[config.mk]
export PLATFORM = sky130hd
export DESIGN_NAME = sha512_front
export DESIGN_NICKNAME = d
export VERILOG_FILES = /design/src/rtl/core/sha512_pkg.sv /design/src/rtl/core/sha512_front.sv
export SDC_FILE = /design/constraint.sdc
export NUM_CORES = 1
export LEC_CHECK = 0
export ABC_AREA = 1
export BUFFER_PORTS_ARGS = -buffer_cell sky130_fd_sc_hd__buf_2
export CORE_UTILIZATION = 50
export DETAILED_ROUTE_END_ITERATION = 8
export PLACE_DENSITY = 0.8
export SLEW_MARGIN = 20
export SYNTH_ARGS = -nofsm -noshare
export SYNTH_HDL_FRONTEND = slang
export SYNTH_SLANG_ARGS = --single-unit
[constraint.sdc]
create_clock -name clk -period 11.06 [get_ports clk]
set_clock_uncertainty 0.05 [all_clocks]
set_input_delay 2.212 -clock clk [delete_from_list [all_inputs] [get_ports clk]]
set_output_delay 2.212 -clock clk [all_outputs]
set_load 0.01 [all_outputs]
[src/rtl/core/sha512_pkg.sv]
// SHA-512 stream hash: shared types, constants and round functions.
// No dependencies; used by every file in rtl/core.
package sha512_pkg;

  typedef logic [63:0] word_t;

  typedef struct packed {
    word_t      data;
    logic       is_last;
    logic [3:0] count;   // valid bytes, 0..8 after clamping
  } front_item_t;

  localparam int unsigned QueueDepth = 2;

  localparam word_t InitHash [8] = '{
    64'h6a09e667f3bcc908, 64'hbb67ae8584caa73b, 64'h3c6ef372fe94f82b, 64'ha54ff53a5f1d36f1,
    64'h510e527fade682d1, 64'h9b05688c2b3e6c1f, 64'h1f83d9abfb41bd6b, 64'h5be0cd19137e2179
  };

  localparam word_t RoundK [80] = '{
    64'h428a2f98d728ae22, 64'h7137449123ef65cd, 64'hb5c0fbcfec4d3b2f, 64'he9b5dba58189dbbc,
    64'h3956c25bf348b538, 64'h59f111f1b605d019, 64'h923f82a4af194f9b, 64'hab1c5ed5da6d8118,
    64'hd807aa98a3030242, 64'h12835b0145706fbe, 64'h243185be4ee4b28c, 64'h550c7dc3d5ffb4e2,
    64'h72be5d74f27b896f, 64'h80deb1fe3b1696b1, 64'h9bdc06a725c71235, 64'hc19bf174cf692694,
    64'he49b69c19ef14ad2, 64'hefbe4786384f25e3, 64'h0fc19dc68b8cd5b5, 64'h240ca1cc77ac9c65,
    64'h2de92c6f592b0275, 64'h4a7484aa6ea6e483, 64'h5cb0a9dcbd41fbd4, 64'h76f988da831153b5,
    64'h983e5152ee66dfab, 64'ha831c66d2db43210, 64'hb00327c898fb213f, 64'hbf597fc7beef0ee4,
    64'hc6e00bf33da88fc2, 64'hd5a79147930aa725, 64'h06ca6351e003826f, 64'h142929670a0e6e70,
    64'h27b70a8546d22ffc, 64'h2e1b21385c26c926, 64'h4d2c6dfc5ac42aed, 64'h53380d139d95b3df,
    64'h650a73548baf63de, 64'h766a0abb3c77b2a8, 64'h81c2c92e47edaee6, 64'h92722c851482353b,
    64'ha2bfe8a14cf10364, 64'ha81a664bbc423001, 64'hc24b8b70d0f89791, 64'hc76c51a30654be30,
    64'hd192e819d6ef5218, 64'hd69906245565a910, 64'hf40e35855771202a, 64'h106aa07032bbd1b8,
    64'h19a4c116b8d2d0c8, 64'h1e376c085141ab53, 64'h2748774cdf8eeb99, 64'h34b0bcb5e19b48a8,
    64'h391c0cb3c5c95a63, 64'h4ed8aa4ae3418acb, 64'h5b9cca4f7763e373, 64'h682e6ff3d6b2b8a3,
    64'h748f82ee5defb2fc, 64'h78a5636f43172f60, 64'h84c87814a1f0ab72, 64'h8cc702081a6439ec,
    64'h90befffa23631e28, 64'ha4506cebde82bde9, 64'hbef9a3f7b2c67915, 64'hc67178f2e372532b,
    64'hca273eceea26619c, 64'hd186b8c721c0c207, 64'heada7dd6cde0eb1e, 64'hf57d4f7fee6ed178,
    64'h06f067aa72176fba, 64'h0a637dc5a2c898a6, 64'h113f9804bef90dae, 64'h1b710b35131c471b,
    64'h28db77f523047d84, 64'h32caab7b40c72493, 64'h3c9ebe0a15c9bebc, 64'h431d67c49c100d4c,
    64'h4cc5d4becb3e42b6, 64'h597f299cfc657e2a, 64'h5fcb6fab3ad6faec, 64'h6c44198c4a475817
  };

  function automatic word_t rotr(word_t x, int unsigned n);
    return (x >> n) | (x << (64 - n));
  endfunction

  function automatic word_t sig0(word_t x);
    return rotr(x, 1) ^ rotr(x, 8) ^ (x >> 7);
  endfunction

  function automatic word_t sig1(word_t x);
    return rotr(x, 19) ^ rotr(x, 61) ^ (x >> 6);
  endfunction

  function automatic word_t bsig0(word_t x);
    return rotr(x, 28) ^ rotr(x, 34) ^ rotr(x, 39);
  endfunction

  function automatic word_t bsig1(word_t x);
    return rotr(x, 14) ^ rotr(x, 18) ^ rotr(x, 41);
  endfunction

endpackage

[src/rtl/core/sha512_front.sv]
// Front end: classify input words and hold them in a short queue.
// Depends on sha512_pkg.
module sha512_front (
  input  logic                      clk,
  input  logic                      rst_n,
  input  logic                      in_valid,
  output logic                      in_ready,
  input  sha512_pkg::word_t         in_data_word,
  input  logic [3:0]                in_valid_bytes,
  input  logic                      in_last,
  output logic                      q_valid,
  input  logic                      q_pop,
  output sha512_pkg::front_item_t   q_item
);
  localparam int unsigned Depth = sha512_pkg::QueueDepth;

  sha512_pkg::front_item_t mem_r [Depth];
  logic       wptr_r, rptr_r, wptr_nxt, rptr_nxt;
  logic [1:0] cnt_r, cnt_nxt;
  logic       push;
  sha512_pkg::front_item_t item;

  // Clamp the byte count: any count on a non-last word, or an oversized count, means eight
  always_comb begin
    item.data    = in_data_word;
    item.is_last = in_last;
    if (!in_last || in_valid_bytes > 4'd8) item.count = 4'd8;
    else item.count = in_valid_bytes;
  end

  assign in_ready = (cnt_r != 2'(Depth));
  assign push     = in_valid && in_ready;
  assign q_valid  = (cnt_r != 2'd0);
  assign q_item   = mem_r[rptr_r];

  always_comb begin
    wptr_nxt = push ? ~wptr_r : wptr_r;
    rptr_nxt = q_pop ? ~rptr_r : rptr_r;
    cnt_nxt  = cnt_r + 2'(push) - 2'(q_pop);
  end

  // Store entry
  always_ff @(posedge clk) begin
    if (push) mem_r[wptr_r] <= item;
  end

  always_ff @(posedge clk) begin
    if (!rst_n) begin
      wptr_r <= 1'b0;
      rptr_r <= 1'b0;
      cnt_r  <= 2'd0;
    end else begin
      wptr_r <= wptr_nxt;
      rptr_r <= rptr_nxt;
      cnt_r  <= cnt_nxt;
    end
  end
endmodule

Word level (Yosys, flattened, before mapping) --
Memory sizes are Yosys's and may differ from the RTL's. A register that Yosys moved wholly into a read port is not among the register bits. Index checks and enable logic that the tools add are counted.
Storage, ports and cells: output and inout port bits 71, memories kept 1, word-level logic and storage cells 19, bits of input ports 73, RAM bits 138, flip-flop bits (word level) 4
Memories:
- mem_r | words 2, bits a word 69, read ports 1, clocked after memory_dff 1, write ports 1, line sha512_front.sv:17 | sha512_pkg::front_item_t mem_r [Depth];
Cells by class: reduce and logical (&&, ||, !) cells 4, equal/unequal tests 1, multiplexer cells 5, $add $sub $neg 2, bitwise operators 2, magnitude comparators 1
Operator list (number):
- $gt 4x4->1 const B | 1
- $mux 1 | 4
- $mux 4 | 1
- $add 2x1->2 | 1
- $ne 2x2->1 const B | 1
- $not 1->1 | 2
- $reduce_bool 2->1 | 1
- $sub 2x1->2 | 1
- $logic_and 1x1->1 | 1
- $logic_not 1->1 | 1
- $logic_or 1x1->1 | 1

Depth between registers and ports, before layout --
word-level depth 4, mapped depth 11, gate-level depth less buffers 11

Least setup slack after synthesis --
OpenSTA, ideal clock, no wires.
path type in2reg, start point input in_valid, end point memory mem_r[1][0] in the netlist's numbering, enable pin, slack 5.241 ns, buffers on the path 0, required time 10.512 ns, arrival 5.270 ns, setup time 0.498 ns, stages on the path 2, cells stage by stage nand2_1 > nor2_1
Between the ends: word-level cells in the longest chain between the ends 3
RTL lines:
- start, declared | line sha512_front.sv:6 | input logic in_valid,
- $logic_and 1x1->1 | line sha512_front.sv:32 | assign push = in_valid && in_ready;
- $mux 1 | line sha512_front.sv:44 | if (push) mem_r[wptr_r] <= item;
- $mux 1 (not written as such) | line sha512_front.sv:44
- end, declared | line sha512_front.sv:17
No other way between the ends.

==> impl_results.md <==
- Number of nets in the synthesized netlist: 333
- First-pass GRT wire length: 13.4 mm
- DRC violation count after routing: 0
- GPL Wtd Cong: 0.701
- Placeable core region: 0.0103 mm2
- Count of input and output buffers: 143
- Number of gates resized after cts: 0
- Nets: 489
- Count of inserted antenna diode cells: 0
- Final max-slew violation count: 0
- Flip-flop and latch count after synthesis: 143
- Maximum number of buffers from clock root to sink: 2
- Hold-critical path depth: 2
- DRC violation total after the first TritonRoute iteration: 134
- Netlist cell types: 16
- Total number of vias: 2,759
- Least-Margin Pin Slew: 985 ps
- Total wire length after detailed routing: 9.04 mm
- Effective utilization at floorplan: 51.5%
- Data arrival time of the critical path: 2150 ps
- Peak Freq: 0.226 GHz
- Worst-case headroom to the max-slew limit: 34.4%
- Final Hold Violating Endpoints: 0
- Final total power: 0.00139 W
- Count of H-tree levels built during CTS: 4
- Number of rows in the core area: 37
- Antenna-violating nets left: 0
- Minimum period implied by the final worst setup slack: 4420 ps
- Largest net degree at the start of global routing: 70
- Final core area utilization: 65.9%
- Final setup viols: 0
- Endpoint kind of the worst setup timing path: output port
- CP Launch Type: register
- Maximum VDD drop: 0.114 mV
- Per-cell routed wire length: 16.0 um
- Area share of the largest cell type after synthesis: 78.3%
- Power density cells: 206 mW/mm2
- Maximum capacitance violations: 0
- Data required time at the worst endpoint: 8800 ps
- Quantity of hold-fixing buffers added after cts: 0
- Initial antenna violation count: 0
- Avg Vias per Cell: 4.89
- Warnings from Yosys: 0
- Overall die area: 0.0110 mm2
- Kind of path behind the tightest hold check: register to register
- Skew-Pair Late Insertion Delay: 520 ps
- Fraction of final layout cells sized beyond drive strength 1: 57.5%
- Cell area after synthesis: 0.00529 mm2
- Share of the cycle needed by the critical path after routing: 39.9%
- Vias in the first global route: 2,782
- Final instance count without filler cells: 564
- Critical path peak fanout: 69
- Num CTS Buffers: 17
- X dimension of the die: 105 um
- Post-CTS Setup Repair Bufs: 0
- Post-CTS clock slew at the launch and capture registers of the worst setup and hold paths: 60 ps
- Synthesized instance count: 259
- Most frequent standard cell in the layout excluding fill and tap cells: sky130_fd_sc_hd__buf_2
- Leakage component of the power: 2.61 nW
- Number of top-level pins: 144
- Mean Syn Cell Area: 20.4 um2
- Area growth syn-to-layout: 28.0%
- Final global-route overflow total: 0
- Post-placement cell count: 532
- CTS sink count: 143
- Root Buffer: sky130_fd_sc_hd__clkbuf_8
- Setup Total Neg Slack: 0 ps
- First-pass DRT Iterations: 4
- Result of the run: completed
- Setup repair after global routing missed its margin: no
- Gr usage total: 16.9%
- TritonCTS clock tree: yes
- Synth area leaders: sky130_fd_sc_hd__edfxtp_1 (78%), sky130_fd_sc_hd__mux2_2 (13%), sky130_fd_sc_hd__mux2_4 (2.8%)
- Die outline height: 105 um
- Cell taking the most area after synthesis: sky130_fd_sc_hd__edfxtp_1
- Start-to-end type of the worst setup path: register to output port
- Half-perimeter wire length after placement: 5.70 mm
- R2R depth: 5
- Top library cells by usage in the layout, fill and taps aside: sky130_fd_sc_hd__buf_2 (143), sky130_fd_sc_hd__edfxtp_1 (138), sky130_fd_sc_hd__mux2_2 (59)
- Register area share after synthesis: 80.2%
-- critical path: stages, from the launching register on --
cell,delay [ps]
sky130_fd_sc_hd__dfxtp_4,980
sky130_fd_sc_hd__mux2_2,450
sky130_fd_sc_hd__buf_2,150
-- where the power goes --
group / switching [W] / internal [W]
registers: 0.0000183 / 0.000648
logic: 0.0000756 / 0.0000657
clock network: 0.000202 / 0.000384
total: 0.000296 / 0.00110
-- flip-flops by register name, summed over array words and instances, names as in the netlist, named ones only --
signal,cells
cnt_r,2
mem_r,138
wptr_r,1
rptr_r,1
-- cell usage after synthesis, drive strengths merged --
cell	instances
xnor2	1
nand2	13
edfxtp	138
a21boi	1
dfxtp	5
buf	8
nand3b	1
mux2	69
ha	1
a21oi	1
nor2	11
inv	9
nand3	1
-- final cells by class --
cell class / instances / area (um2)
Timing Repair Buffer: 145 / 731
Clock inverter: 9 / 156
Multi-Input combinational cell: 99 / 966
Inverter: 9 / 33.8
Sequential cell: 143 / 4250
Clock buffer: 23 / 467
Fill cell: 735 / 3510
Tap cell: 136 / 170
-- path summary, 6_finish.rpt --
path / startpoint / end / slack, ps
min reg2reg: rptr_r / register / 460
min: rptr_r / register / 460
max reg2reg: cnt_r[0] / mem_r[1][64] / 8760
max: register / q_item[50] / 6640
-- metal layers --
layer	share of wire [%]	GRT usage [%]	vias to the layer above	routed length, um
li1	-	-	1301	-
met3	5.4	5.80	10	487
met4	1.2	7.85	0	112
met1	39	17.3	1353	3540
met5	0	0	-	0
met2	54	30.9	95	4900
-- kinds of logic (layout without fill, tap and decap cells) --
kind of cell               Yosys count  count (layout)  share of synthesized area, %
DFF                                143             143                          80.2
muxes                               69              69                          15.4
and+or+nand+nor                     26              26                          1.94
buffers and inverters               17             186                          1.82
AOI/OAI and AO/OA                    2               2                         0.236
adders and majority gates            1               1                         0.236
xor gates and xnor gates             1               1                         0.166
-- stage by stage --
step	hold WS, ps	cell area [um2]	setup WS (ps)
finish	455	6770	6640
global route	492	6770	6530
CTS	460	6770	6610
detailed placement	444	6150	6930
global placement	427	6150	6950
floorplan	413	5290	5240
Power figures use the tool's default switching activity.
